`config.mk`:
```
export PLATFORM = sky130hd
export DESIGN_NAME = lru_page_replacement_flat
export DESIGN_NICKNAME = d
export VERILOG_FILES = /design/src/hw/rtl/lrup_pkg.sv /design/src/hw/rtl/lrup_if.sv /design/src/hw/rtl/lru_page_replacement.sv /design/src/flat_wrapper.sv
export SDC_FILE = /design/constraint.sdc
export NUM_CORES = 1
export LEC_CHECK = 0
export BUFFER_PORTS_ARGS = -buffer_cell sky130_fd_sc_hd__buf_4
export CAP_MARGIN = 0
export CORE_MARGIN = 1.5
export CORE_UTILIZATION = 55
export CTS_CLUSTER_DIAMETER = 50
export CTS_CLUSTER_SIZE = 12
export DETAILED_ROUTE_END_ITERATION = 6
export MAX_ROUTING_LAYER = met4
export PLACE_DENSITY = 0.82
export SLEW_MARGIN = 20
export SYNTH_ARGS = -nofsm -noshare
export SYNTH_HDL_FRONTEND = slang
export SYNTH_SLANG_ARGS = --single-unit
```
`constraint.sdc`:
```
create_clock -name clock -period 3.1 [get_ports clock]
set_clock_uncertainty 0.05 [all_clocks]
set_input_delay 0 -clock clock [delete_from_list [all_inputs] [get_ports clock]]
set_output_delay 0 -clock clock [all_outputs]
set_load 0.02 [all_outputs]
```
`src/hw/rtl/lrup_pkg.sv`:
```
// Shared constants and types for the LRU page replacement block.
package lrup_pkg;

   localparam int FRAMES_DEF    = 16;
   localparam int PAGE_BITS_DEF = 16;
   localparam int CFG_W         = 5;
   localparam int SLOT_W        = 4;
   localparam int TOTAL_W       = 32;
   localparam logic [CFG_W-1:0] FRAMES_IN_USE_RST = CFG_W'(16);

   typedef enum logic [1:0] {
      ST_IDLE,
      ST_SCAN,
      ST_UPDATE,
      ST_DONE
   } state_type;

endpackage

```
`src/hw/rtl/lrup_if.sv`:
```
// Request and response channel interfaces of the LRU page replacement block.
interface lrup_req_if #(
   parameter int PAGE_BITS = lrup_pkg::PAGE_BITS_DEF
);
   logic                 valid;
   logic                 ready;
   logic [PAGE_BITS-1:0] page;

   modport source (output valid, output page, input ready);
   modport sink   (input valid, input page, output ready);
endinterface

interface lrup_rsp_if #(
   parameter int PAGE_BITS = lrup_pkg::PAGE_BITS_DEF
);
   logic                          valid;
   logic                          ready;
   logic                          hit;
   logic [lrup_pkg::SLOT_W-1:0]   slot;
   logic                          evicted_valid;
   logic [PAGE_BITS-1:0]          evicted_page;
   logic [lrup_pkg::TOTAL_W-1:0]  fault_total;
   logic [lrup_pkg::TOTAL_W-1:0]  hit_total;

   modport source (output valid, output hit, output slot, output evicted_valid,
                   output evicted_page, output fault_total, output hit_total,
                   input ready);
   modport sink   (input valid, input hit, input slot, input evicted_valid,
                   input evicted_page, input fault_total, input hit_total,
                   output ready);
endinterface

```
`src/hw/rtl/lru_page_replacement.sv`:
```
// LRU page replacement unit: frame table in a single-port-read memory, two passes per request.
//
// Each request is a page reference looked up among the active frames 0..n-1, where n is
// csr_write_data as last written (0 counts as 1, above FRAMES counts as FRAMES; reset 16).
// A hit makes the frame most recent; a miss fills the lowest empty active frame or else
// evicts the oldest one (lowest index on equal age). Hit and fault totals saturate.
// Page number and age of every frame live in one memory with a registered read; valid
// bits are flip-flops. A request makes a lookup pass and an age-update pass over the n
// active frames, one entry per cycle each, before the next request is accepted. A
// finished response waits in an output register while the next request is taken.
module lru_page_replacement #(
   parameter int FRAMES    = lrup_pkg::FRAMES_DEF,
   parameter int PAGE_BITS = lrup_pkg::PAGE_BITS_DEF
) (
   input  logic                         clock,
   input  logic                         reset,
   input  logic                         csr_write_en,
   input  logic [lrup_pkg::CFG_W-1:0]   csr_write_data,
   lrup_req_if.sink                     req_ch,
   lrup_rsp_if.source                   rsp_ch
);
   import lrup_pkg::*;

   localparam int IDX_W  = (FRAMES > 1) ? $clog2(FRAMES) : 1;
   localparam int RANK_W = IDX_W;
   localparam int N_W    = (FRAMES > 1) ? $clog2(FRAMES + 1) : 1;
   localparam int CMP_W  = ((N_W > CFG_W) ? N_W : CFG_W) + 1;
   localparam int ENT_W  = PAGE_BITS + RANK_W;
   localparam logic [RANK_W-1:0] RANK_MAX = RANK_W'(FRAMES - 1);

   state_type state_ff, state_in;

   logic [CFG_W-1:0]     fiu_ff;
   logic [FRAMES-1:0]    valid_ff;
   logic [ENT_W-1:0]     mem [FRAMES];
   logic [ENT_W-1:0]     rd_data_ff;

   logic                 iss_ff;
   logic [IDX_W-1:0]     idx_ff;
   logic                 rdv_ff;
   logic [IDX_W-1:0]     rdi_ff;

   logic [PAGE_BITS-1:0] page_ff;
   logic                 found_ff;
   logic [IDX_W-1:0]     hit_slot_ff;
   logic [RANK_W-1:0]    hit_rank_ff;
   logic                 empty_ff;
   logic [IDX_W-1:0]     empty_slot_ff;
   logic [IDX_W-1:0]     best_slot_ff;
   logic [RANK_W-1:0]    best_rank_ff;
   logic [PAGE_BITS-1:0] evp_ff;

   logic                 rsp_valid_ff;
   logic                 rsp_hit_ff;
   logic [SLOT_W-1:0]    rsp_slot_ff;
   logic                 rsp_ev_ff;
   logic [PAGE_BITS-1:0] rsp_evp_ff;
   logic [TOTAL_W-1:0]   fault_cnt_ff;
   logic [TOTAL_W-1:0]   hit_cnt_ff;

   logic [CMP_W-1:0]     cfg_ext;
   logic [N_W-1:0]       n_act;
   logic [N_W-1:0]       last_idx;
   logic                 iss_last;
   logic                 proc_last;
   logic                 accept;
   logic                 out_free;
   logic                 start_pass;
   logic                 proc_scan;
   logic                 proc_upd;
   logic                 load_rsp;

   logic [PAGE_BITS-1:0] rd_page;
   logic [RANK_W-1:0]    rd_rank;
   logic [IDX_W-1:0]     used;
   logic [RANK_W-1:0]    limit;
   logic                 age_all;
   logic                 evict;
   logic [RANK_W-1:0]    new_rank;
   logic [PAGE_BITS-1:0] new_page;
   logic [SLOT_W+IDX_W-1:0] slot_ext;

   // active frame count and pass bookkeeping
   always_comb begin
      cfg_ext = CMP_W'(fiu_ff);
      if (fiu_ff == '0) begin
         n_act = N_W'(1);
      end else if (cfg_ext > CMP_W'(FRAMES)) begin
         n_act = N_W'(FRAMES);
      end else begin
         n_act = cfg_ext[N_W-1:0];
      end
      last_idx  = n_act - N_W'(1);
      iss_last  = (N_W'(idx_ff) == last_idx);
      proc_last = rdv_ff && (N_W'(rdi_ff) == last_idx);
   end

   assign accept   = req_ch.valid && req_ch.ready;
   assign out_free = !rsp_valid_ff || rsp_ch.ready;

   always_comb begin
      state_in = state_ff;
      unique case (state_ff)
         ST_IDLE:   if (req_ch.valid) state_in = ST_SCAN;
         ST_SCAN:   if (proc_last) state_in = ST_UPDATE;
         ST_UPDATE: if (proc_last) state_in = ST_DONE;
         ST_DONE:   if (out_free) state_in = ST_IDLE;
         default:   state_in = ST_IDLE;
      endcase
   end

   always_comb begin
      req_ch.ready = (state_ff == ST_IDLE);
      start_pass   = accept || ((state_ff == ST_SCAN) && proc_last);
      proc_scan    = (state_ff == ST_SCAN) && rdv_ff;
      proc_upd     = (state_ff == ST_UPDATE) && rdv_ff;
      load_rsp     = (state_ff == ST_DONE) && out_free;
   end

   always_ff @(posedge clock) begin
      if (reset) begin
         state_ff <= ST_IDLE;
         fiu_ff   <= FRAMES_IN_USE_RST;
      end else begin
         state_ff <= state_in;
         if (csr_write_en) fiu_ff <= csr_write_data;
      end
   end

   // read issue and return
   always_ff @(posedge clock) begin
      if (reset) begin
         iss_ff <= 1'b0;
         idx_ff <= '0;
         rdv_ff <= 1'b0;
         rdi_ff <= '0;
      end else begin
         rdv_ff <= iss_ff;
         rdi_ff <= idx_ff;
         if (start_pass) begin
            iss_ff <= 1'b1;
            idx_ff <= '0;
         end else if (iss_ff) begin
            if (iss_last) begin
               iss_ff <= 1'b0;
            end else begin
               idx_ff <= idx_ff + IDX_W'(1);
            end
         end
      end
   end

   assign rd_page = rd_data_ff[ENT_W-1:RANK_W];
   assign rd_rank = rd_data_ff[RANK_W-1:0];

   // replacement decision
   always_comb begin
      evict   = !found_ff && !empty_ff;
      age_all = !found_ff && empty_ff;
      if (found_ff) begin
         used  = hit_slot_ff;
         limit = hit_rank_ff;
      end else if (empty_ff) begin
         used  = empty_slot_ff;
         limit = best_rank_ff;
      end else begin
         used  = best_slot_ff;
         limit = best_rank_ff;
      end
   end

   always_comb begin
      new_rank = rd_rank;
      new_page = rd_page;
      if (rdi_ff == used) begin
         new_rank = '0;
         if (!found_ff) new_page = page_ff;
      end else if (valid_ff[rdi_ff] && (age_all || (rd_rank < limit))
                   && (rd_rank != RANK_MAX)) begin
         new_rank = rd_rank + RANK_W'(1);
      end
   end

   always_ff @(posedge clock) begin
      if (proc_upd) mem[rdi_ff] <= {new_page, new_rank};
      if (iss_ff) rd_data_ff <= mem[idx_ff];
   end

   // lookup pass
   always_ff @(posedge clock) begin
      if (reset) begin
         found_ff <= 1'b0;
         empty_ff <= 1'b0;
      end else if (accept) begin
         found_ff <= 1'b0;
         empty_ff <= 1'b0;
      end else if (proc_scan) begin
         if (valid_ff[rdi_ff] && (rd_page == page_ff) && !found_ff) found_ff <= 1'b1;
         if (!valid_ff[rdi_ff] && !empty_ff) empty_ff <= 1'b1;
      end
   end

   always_ff @(posedge clock) begin
      if (accept) begin
         page_ff <= req_ch.page;
         evp_ff  <= '0;
      end else if (proc_scan) begin
         if (valid_ff[rdi_ff] && (rd_page == page_ff) && !found_ff) begin
            hit_slot_ff <= rdi_ff;
            hit_rank_ff <= rd_rank;
         end
         if (!valid_ff[rdi_ff] && !empty_ff) empty_slot_ff <= rdi_ff;
         if ((rdi_ff == '0) || (rd_rank > best_rank_ff)) begin
            best_slot_ff <= rdi_ff;
            best_rank_ff <= rd_rank;
         end
      end else if (proc_upd && evict && (rdi_ff == used)) begin
         evp_ff <= rd_page;
      end
   end

   // response register and totals
   assign slot_ext = {SLOT_W'(0), used};

   always_ff @(posedge clock) begin
      if (reset) begin
         valid_ff     <= '0;
         rsp_valid_ff <= 1'b0;
         fault_cnt_ff <= '0;
         hit_cnt_ff   <= '0;
      end else if (load_rsp) begin
         valid_ff[used] <= 1'b1;
         rsp_valid_ff   <= 1'b1;
         if (found_ff) begin
            if (hit_cnt_ff != '1) hit_cnt_ff <= hit_cnt_ff + TOTAL_W'(1);
         end else begin
            if (fault_cnt_ff != '1) fault_cnt_ff <= fault_cnt_ff + TOTAL_W'(1);
         end
      end else if (rsp_ch.ready) begin
         rsp_valid_ff <= 1'b0;
      end
   end

   always_ff @(posedge clock) begin
      if (load_rsp) begin
         rsp_hit_ff  <= found_ff;
         rsp_slot_ff <= slot_ext[SLOT_W-1:0];
         rsp_ev_ff   <= evict;
         rsp_evp_ff  <= evp_ff;
      end
   end

   assign rsp_ch.valid         = rsp_valid_ff;
   assign rsp_ch.hit           = rsp_hit_ff;
   assign rsp_ch.slot          = rsp_slot_ff;
   assign rsp_ch.evicted_valid = rsp_ev_ff;
   assign rsp_ch.evicted_page  = rsp_evp_ff;
   assign rsp_ch.fault_total   = fault_cnt_ff;
   assign rsp_ch.hit_total     = hit_cnt_ff;

`ifndef SYNTHESIS
   a_rd_in_range: assert property (@(posedge clock) disable iff (reset)
      rdv_ff |-> (N_W'(rdi_ff) < n_act))
      else $error("read beyond active frames");

   a_hit_no_evict: assert property (@(posedge clock) disable iff (reset)
      (rsp_ch.valid && rsp_ch.hit) |-> !rsp_ch.evicted_valid)
      else $error("eviction reported on a hit");

   a_used_valid: assert property (@(posedge clock) disable iff (reset)
      load_rsp |=> valid_ff[$past(used)])
      else $error("used frame not marked valid");

   a_no_write_idle: assert property (@(posedge clock) disable iff (reset)
      (state_ff == ST_IDLE) |-> !proc_upd && !iss_ff)
      else $error("memory activity while idle");
`endif

endmodule
```
`src/flat_wrapper.sv`:
```
// flat-port wrapper written by rule: the top's interface ports become plain ports
module lru_page_replacement_flat import lrup_pkg::*;
#(
   parameter int FRAMES    = lrup_pkg::FRAMES_DEF,
   parameter int PAGE_BITS = lrup_pkg::PAGE_BITS_DEF
)
  (clock, reset, csr_write_en, csr_write_data, req_ch_valid, req_ch_page, req_ch_ready, rsp_ch_valid, rsp_ch_hit, rsp_ch_slot, rsp_ch_evicted_valid, rsp_ch_evicted_page, rsp_ch_fault_total, rsp_ch_hit_total, rsp_ch_ready);
  lrup_req_if #(.PAGE_BITS(PAGE_BITS)) req_ch_i ();
  lrup_rsp_if #(.PAGE_BITS(PAGE_BITS)) rsp_ch_i ();
  input  logic clock;
  input  logic reset;
  input  logic csr_write_en;
  input  logic [lrup_pkg::CFG_W-1:0] csr_write_data;
  input wire logic [$bits(req_ch_i.valid)-1:0] req_ch_valid;
  input wire logic [$bits(req_ch_i.page)-1:0] req_ch_page;
  output wire logic [$bits(req_ch_i.ready)-1:0] req_ch_ready;
  output wire logic [$bits(rsp_ch_i.valid)-1:0] rsp_ch_valid;
  output wire logic [$bits(rsp_ch_i.hit)-1:0] rsp_ch_hit;
  output wire logic [$bits(rsp_ch_i.slot)-1:0] rsp_ch_slot;
  output wire logic [$bits(rsp_ch_i.evicted_valid)-1:0] rsp_ch_evicted_valid;
  output wire logic [$bits(rsp_ch_i.evicted_page)-1:0] rsp_ch_evicted_page;
  output wire logic [$bits(rsp_ch_i.fault_total)-1:0] rsp_ch_fault_total;
  output wire logic [$bits(rsp_ch_i.hit_total)-1:0] rsp_ch_hit_total;
  input wire logic [$bits(rsp_ch_i.ready)-1:0] rsp_ch_ready;
  assign req_ch_i.valid = req_ch_valid;
  assign req_ch_i.page = req_ch_page;
  assign req_ch_ready = req_ch_i.ready;
  assign rsp_ch_valid = rsp_ch_i.valid;
  assign rsp_ch_hit = rsp_ch_i.hit;
  assign rsp_ch_slot = rsp_ch_i.slot;
  assign rsp_ch_evicted_valid = rsp_ch_i.evicted_valid;
  assign rsp_ch_evicted_page = rsp_ch_i.evicted_page;
  assign rsp_ch_fault_total = rsp_ch_i.fault_total;
  assign rsp_ch_hit_total = rsp_ch_i.hit_total;
  assign rsp_ch_i.ready = rsp_ch_ready;
  lru_page_replacement #(.FRAMES(FRAMES), .PAGE_BITS(PAGE_BITS)) u_core (.clock(clock), .reset(reset), .csr_write_en(csr_write_en), .csr_write_data(csr_write_data), .req_ch(req_ch_i), .rsp_ch(rsp_ch_i));
endmodule
```
# After elaboration in Yosys (flattened, before gate mapping)
# Memory sizes are Yosys's and may differ from the RTL's. A register that Yosys moved wholly into a read port is not among the register bits.
# Index checks and enable logic that the tools add are counted.
# totals
regBits	174
n_memories	1
mem_bits_rw	320
elab_cells	119
output_inout_bits	88
in_bits	26
# mem_list
memory	words	word_bits	rd	rd_clocked_by_memory_dff	wr	line_no	text
u_core.mem	16	20	1	1	1	lru_page_replacement.sv:35	logic [ENT_W-1:0] mem [FRAMES];
# op_classes
reduce_logical	40
order_cmp	6
addsub	5
n_eq_ne	14
n_bitwise	5
mux	25
# ops
operator	count
$add A32 B1 Y32 const B	2
$ne A32 B32 Y1 const B	2
$mux W16	2
$mux W4	5
$eq A16 B16 Y1	1
$logic_and A1 B1 Y1	16
$or A16 B16 Y16	1
$reduce_and A3 Y1	5
$eq A4 B5 Y1	2
$lt A4 B5 Y1 const B	2
$mux W5	2
$mux W1	9
$add A4 B1 Y4 const B	2
$mux W2	4
$pmux W2 S4	1
$reduce_and A2 Y1	4
$ne A2 B1 Y1 const B	3
$gt A5 B5 Y1 const B	1
$logic_not A5 Y1	1
$sub A5 B1 Y5 const B	1
$bmux W1 S4	1
$demux W1 S4	1
$eq A2 B2 Y1 const B	2
$eq A4 B4 Y1	1
other kinds (14)	24

# Logic depth before layout (Yosys ltp)
# logic_depth
word_depth	9
ltp_mapped	10
ltp_nobuf	9

# Worst setup path after synthesis
# OpenSTA, ideal clock, no wires.
# synth_path
path_kind	flip-flop to flip-flop
startpoint	register u_core.found_ff
endpoint	memory u_core.mem[0][2] in the netlist's numbering (data pin)
synth_period_minus_slack_ps	2839
arrival_time_ps	2462
n_path_buf	2
setup_time_ps	327
path_slack_ps	261
path_stages_with_launch	11
required_time_ps	2723
cell_sequence	dfxtp_1 > buf_2 > buf_2 > mux2i_1 > ha_1 > o21a_1 > o31ai_1 > a21oi_1 > nor2_1 > a21oi_1 > nor3_1
# synth_between
elab_chain_len	7
# synth_rtl
item	line_no	text
start, declared	lru_page_replacement.sv:44	logic found_ff;
start signal, assigned	lru_page_replacement.sv:192	found_ff <= 1'b0;
start signal, assigned	lru_page_replacement.sv:195	found_ff <= 1'b0;
start signal, assigned	lru_page_replacement.sv:198	if (valid_ff[rdi_ff] && (rd_page == page_ff) && !found_ff) found_ff <= 1'b1;
$mux W4 or $logic_not A1 Y1 (tied branches)	lru_page_replacement.sv:160, lru_page_replacement.sv:159	
$lt A4 B4 Y1 or $logic_and A1 B1 Y1 (tied branches)	lru_page_replacement.sv:178, lru_page_replacement.sv:159	
$logic_or A1 B1 Y1	lru_page_replacement.sv:178	end else if (valid_ff[rdi_ff] && (age_all || (rd_rank < limit))
$logic_and A1 B1 Y1	lru_page_replacement.sv:178	
$logic_and A1 B1 Y1	lru_page_replacement.sv:179	&& (rd_rank != RANK_MAX)) begin
$mux W4	lru_page_replacement.sv:178	
$mux W4 *	lru_page_replacement.sv:175	if (rdi_ff == used) begin
net u_core.new_rank[2]	lru_page_replacement.sv:79	logic [RANK_W-1:0] new_rank;
end, declared	lru_page_replacement.sv:35	
# Mark *: on every way through the listed nets, which the timed path passes. The rest lies on a longest branch.

# Final worst setup path
# layout_path
startpoint	register u_core.empty_ff
endpoint	memory u_core.mem[8][17] in the netlist's numbering (data pin)
# layout_between
elab_chain_len	4
# layout_rtl
item	line_no	text
start, declared	lru_page_replacement.sv:47	logic empty_ff;
start signal, assigned	lru_page_replacement.sv:193	empty_ff <= 1'b0;
start signal, assigned	lru_page_replacement.sv:196	empty_ff <= 1'b0;
start signal, assigned	lru_page_replacement.sv:199	if (!valid_ff[rdi_ff] && !empty_ff) empty_ff <= 1'b1;
$mux W4	lru_page_replacement.sv:163	end else if (empty_ff) begin
$mux W4	lru_page_replacement.sv:160	if (found_ff) begin
net u_core.used[3]	lru_page_replacement.sv:75	logic [IDX_W-1:0] used;
$eq A4 B4 Y1	lru_page_replacement.sv:175	
$mux W16	lru_page_replacement.sv:175	
net u_core.new_page[13]	lru_page_replacement.sv:80	logic [PAGE_BITS-1:0] new_page;
# The timed path passes the listed nets, and every way through them passes these cells.

==> results by group <==
Worst hold path
  • Type of the worst min-delay path: input pin to register

Setup path
  • CP required: 3.36 ns
  • Worst EP arrival: 3.21 ns
  • Cells traversed along the worst timing path: mux2i_1, o21ai_1, xor2_1, or4_1, nor2_8, buf_4, mux2_4
  • Biggest fanout along the worst timing path: 16
  • Kind of cell adding the most delay to the critical path: simple AND/OR/NAND/NOR gates
  • Worst Setup End Kind: register
  • Element type at the critical path start: register
  • Register-to-register setup slack: 0.15 ns
  • Slowest Stage Delay on Critical Path: 0.69 ns
  • Critical path class: register to register
  • CP max-delay cell: or4_1
  • Critical path buffer and inverter count: 1

Synthesis
  • Synth top area cells: edfxtp_1 (58%), mux4_2 (11%), dfxtp_1 (11%)
  • Largest family of logic cells by synthesized area: multiplexers
  • Count of distinct cell types in the synthesized netlist: 60
  • Leading cell type by number of instances after synthesis: edfxtp_1
  • Cell type with the highest aggregate area in the netlist: edfxtp_1
  • Synthesized Nets: 1,350
  • Part of the Yosys area used for sequential elements: 0.687
  • Syn Std Cell Area: 20,800 um2
  • Mean Syn Cell Area: 15.9 um2
  • Area share of the largest cell type after synthesis: 0.576
  • Adder-cell share of the synthesized area: 0.00964
  • Portion of netlist area occupied by mux cells: 0.131
  • Count of warnings emitted by yosys: 0
  • Share of async-settable or async-resettable flops after synthesis: 0
  • Most instantiated cells after synthesis: edfxtp_1 (398), nor2_1 (121), dfxtp_1 (116), mux4_2 (104), xnor2_1 (53)
  • Compound-cell area share of the yosys netlist: 0.0298
  • Number of standard cells after synthesis: 1,308
  • Top_reg_cell synth: edfxtp_1
  • Post-synthesis simple-gate area fraction: 0.0909
  • Number of enable flip-flop cells after synthesis: 398
  • Post-Synth XOR/XNOR Area: 0.0350
  • Flip-flop and latch count after synthesis: 514

STA
  • Max-slew headroom: 0.391
  • Number of hold-slack violations in the final timing report: 0
  • Setup_tns: 0 ns
  • RSZ-0062 raised after global routing: false
  • Crit path setup slack, layout: 0.147 ns
  • Maximum clock frequency: 339 MHz
  • Hold slack: 0.0555 ns
  • Final number of max-transition violations: 0
  • Tightest Pin Transition: 0.910 ns
  • Final critical delay including setup and external delays: 2.95 ns
  • Period utilization: 0.952
  • Setup-violating endpoint count in the final report: 0

Drt
  • Routed WL: 49,700 um
  • Number of vias per cell after detailed routing: 6.12
  • DRT antenna net count: 0
  • Routed len/inst: 24.3 um
  • Drt pass-1 iters: 5
  • DRC violations left: 0
  • Via count: 12,529
  • 1st-iter DRT viols: 1,378

Die
  • Number of placement rows: 70
  • Height of the die: 197 um
  • Initial core utilization: 0.563
  • Area of the core: 36,900 um2
  • Boundary pin count: 114
  • Overall die area: 38,900 um2
  • Die boundary width: 197 um

Finish
  • Fillcell total: 2,402
  • Antenna diode count: 0
  • Sequential Area: 14,300 um2
  • Fraction of layout instances using a drive strength above 1: 0.251
  • Layout Area Growth over Synthesis: 18.1%
  • Number of nets at the end of the flow: 1,542
  • Area of the multi-input gates: 6210 um2

Placed design
  • Last weighted congestion value of the routability-driven placer: 0.876
  • Detailed placer's ending HPWL: 28,600 um
  • Port-buffer cells: 113
  • Worst slack at placement: 0.171 ns

Clock tree
  • Worst-Skew Late Latency: 0.62 ns
  • CTS tree: yes
  • Maximum level of the CTS H-tree: 2
  • Clock Path Buffers: 3
  • Number of buffers created by CTS: 53
  • Clock-pin slew reported for the worst setup and hold paths after clock tree synthesis: 0.06 ns
  • Root buffer cell: clkbuf_16
  • Clock net sink count: 514

Global route
  • Overall routing resource usage: 0.270
  • Number of global-route vias before repair: 12,477
  • Overflow left after global routing: 0
  • Largest net degree at the start of global routing: 70
  • Number of antenna violations at the first check in global routing: 0
  • First-pass GRT wire length: 75,300 um

Pwr
  • Peak ir drop on the vdd network: 0.569 mV
  • Total Power: 15.7 mW
  • Leakage power of the design: 8.02 nW
  • Cell area power density: 640 nW/um2

Run status
  • Outcome: finished, final reports clean

Flow run
  • Maximum capacitance violations: 0
==> per-layer routing <==
metal / routed length, um / vias to the layer above / track usage
met5: 0 / - / -
met4: 1570 / 0 / 0.0995
met3: 4670 / 119 / 0.0514
met2: 24400 / 703 / 0.426
met1: 19100 / 6254 / 0.352
li1: - / 5453 / -
==> logic make-up after synthesis <==
group | Yosys count
AO/OA/AOI/OAI | 109
adder cells (fa/ha/maj) | 16
buffers and inverters | 79
multiplexers | 135
XOR/XNOR | 83
flip-flops | 514
AND/OR/NAND/NOR | 372
==> placed cells by master, fill, tap and decap left out, types with 4 or more instances in the layout <==
cell           instances
a21oi_1               52
and3_1                12
and4_1                 6
buf_12                 9
buf_4                156
clkbuf_1              29
clkbuf_16             53
dfxtp_1              113
dlygate4sd3_1         35
edfxtp_1             398
ha_1                  16
inv_1                 16
mux2_2                 7
mux2_4                10
mux2i_1               14
mux4_2               104
nand2_1               49
nand2b_1               5
nand3_1               49
nand4_1               18
nand4b_1               5
nor2_1               108
nor2_2                13
nor2b_1                9
nor3_1                35
nor3_2                 5
nor3b_1                6
nor4_1                20
o21ai_0               29
o31ai_1                4
or3_1                 14
xnor2_1               53
xor2_1                30
==> repair_timing <==
item,4_1_cts,5_1_grt
setup buffers,0,0
hold buffers,35,0
resized for setup,0,2
hold endpoints to repair,87,0
setup endpoints to repair,0,2
==> path summary, 6_finish.rpt <==
check / from / end / cells after the start
worst max-delay path: u_core.empty_ff / u_core.mem[8][17] / 7
worst min-delay path: req_ch_page[7] / u_core.page_ff[7] / 2
worst max register to register: u_core.empty_ff / u_core.mem[8][17] / 7
worst min register to register: u_core.evp_ff[7] / u_core.rsp_ch.evicted_page[7] / 0
==> power by group <==
group          total (mW)  internal [mW]  switching [mW]
sequential           8.02           7.81           0.205
clock                6.09           3.48            2.61
combinational        1.59          0.679           0.915
total                15.7           12.0            3.73
==> sequential cells by signal, indices dropped and copies added (netlist names), 4 cells and up <==
| register | flops |
|---|---|
| u_core.best_slot_ff | 4 |
| u_core.valid_ff | 16 |
| u_core.rsp_ch.evicted_page | 16 |
| u_core.idx_ff | 4 |
| u_core.rsp_ch.slot | 4 |
| u_core.rsp_ch.hit_total | 32 |
| u_core.page_ff | 16 |
| u_core.empty_slot_ff | 4 |
| u_core.fiu_ff | 5 |
| u_core.hit_rank_ff | 4 |
| u_core.mem | 320 |
| u_core.rdi_ff | 4 |
| u_core.rsp_ch.fault_total | 32 |
| u_core.hit_slot_ff | 4 |
| u_core.rd_data_ff | 20 |
| u_core.evp_ff | 16 |
| u_core.best_rank_ff | 4 |
==> per-stage QoR <==
stage / std cells / instance area (um2) / utilization
after floorplan: 1308 / 20800 / -
final: 2047 / 24500 / 0.665
after global routing: 2047 / 24500 / 0.665
after global placement: 1914 / 22500 / 0.611
after CTS: 2047 / 24500 / 0.665
after detailed placement: 1914 / 22500 / 0.611
==> cell type report <==
| class | instances | share of cell area |
|---|---|---|
| sequential | 514 | 0.582 |
| tap | 504 | 0.0257 |
| timing repair buffer | 200 | 0.0694 |
| clock inverter | 15 | 0.00796 |
| multi-input combinational | 715 | 0.253 |
| clock buffer | 83 | 0.0591 |
| inverter | 16 | 0.00245 |
(Power assumes the default switching activity.)
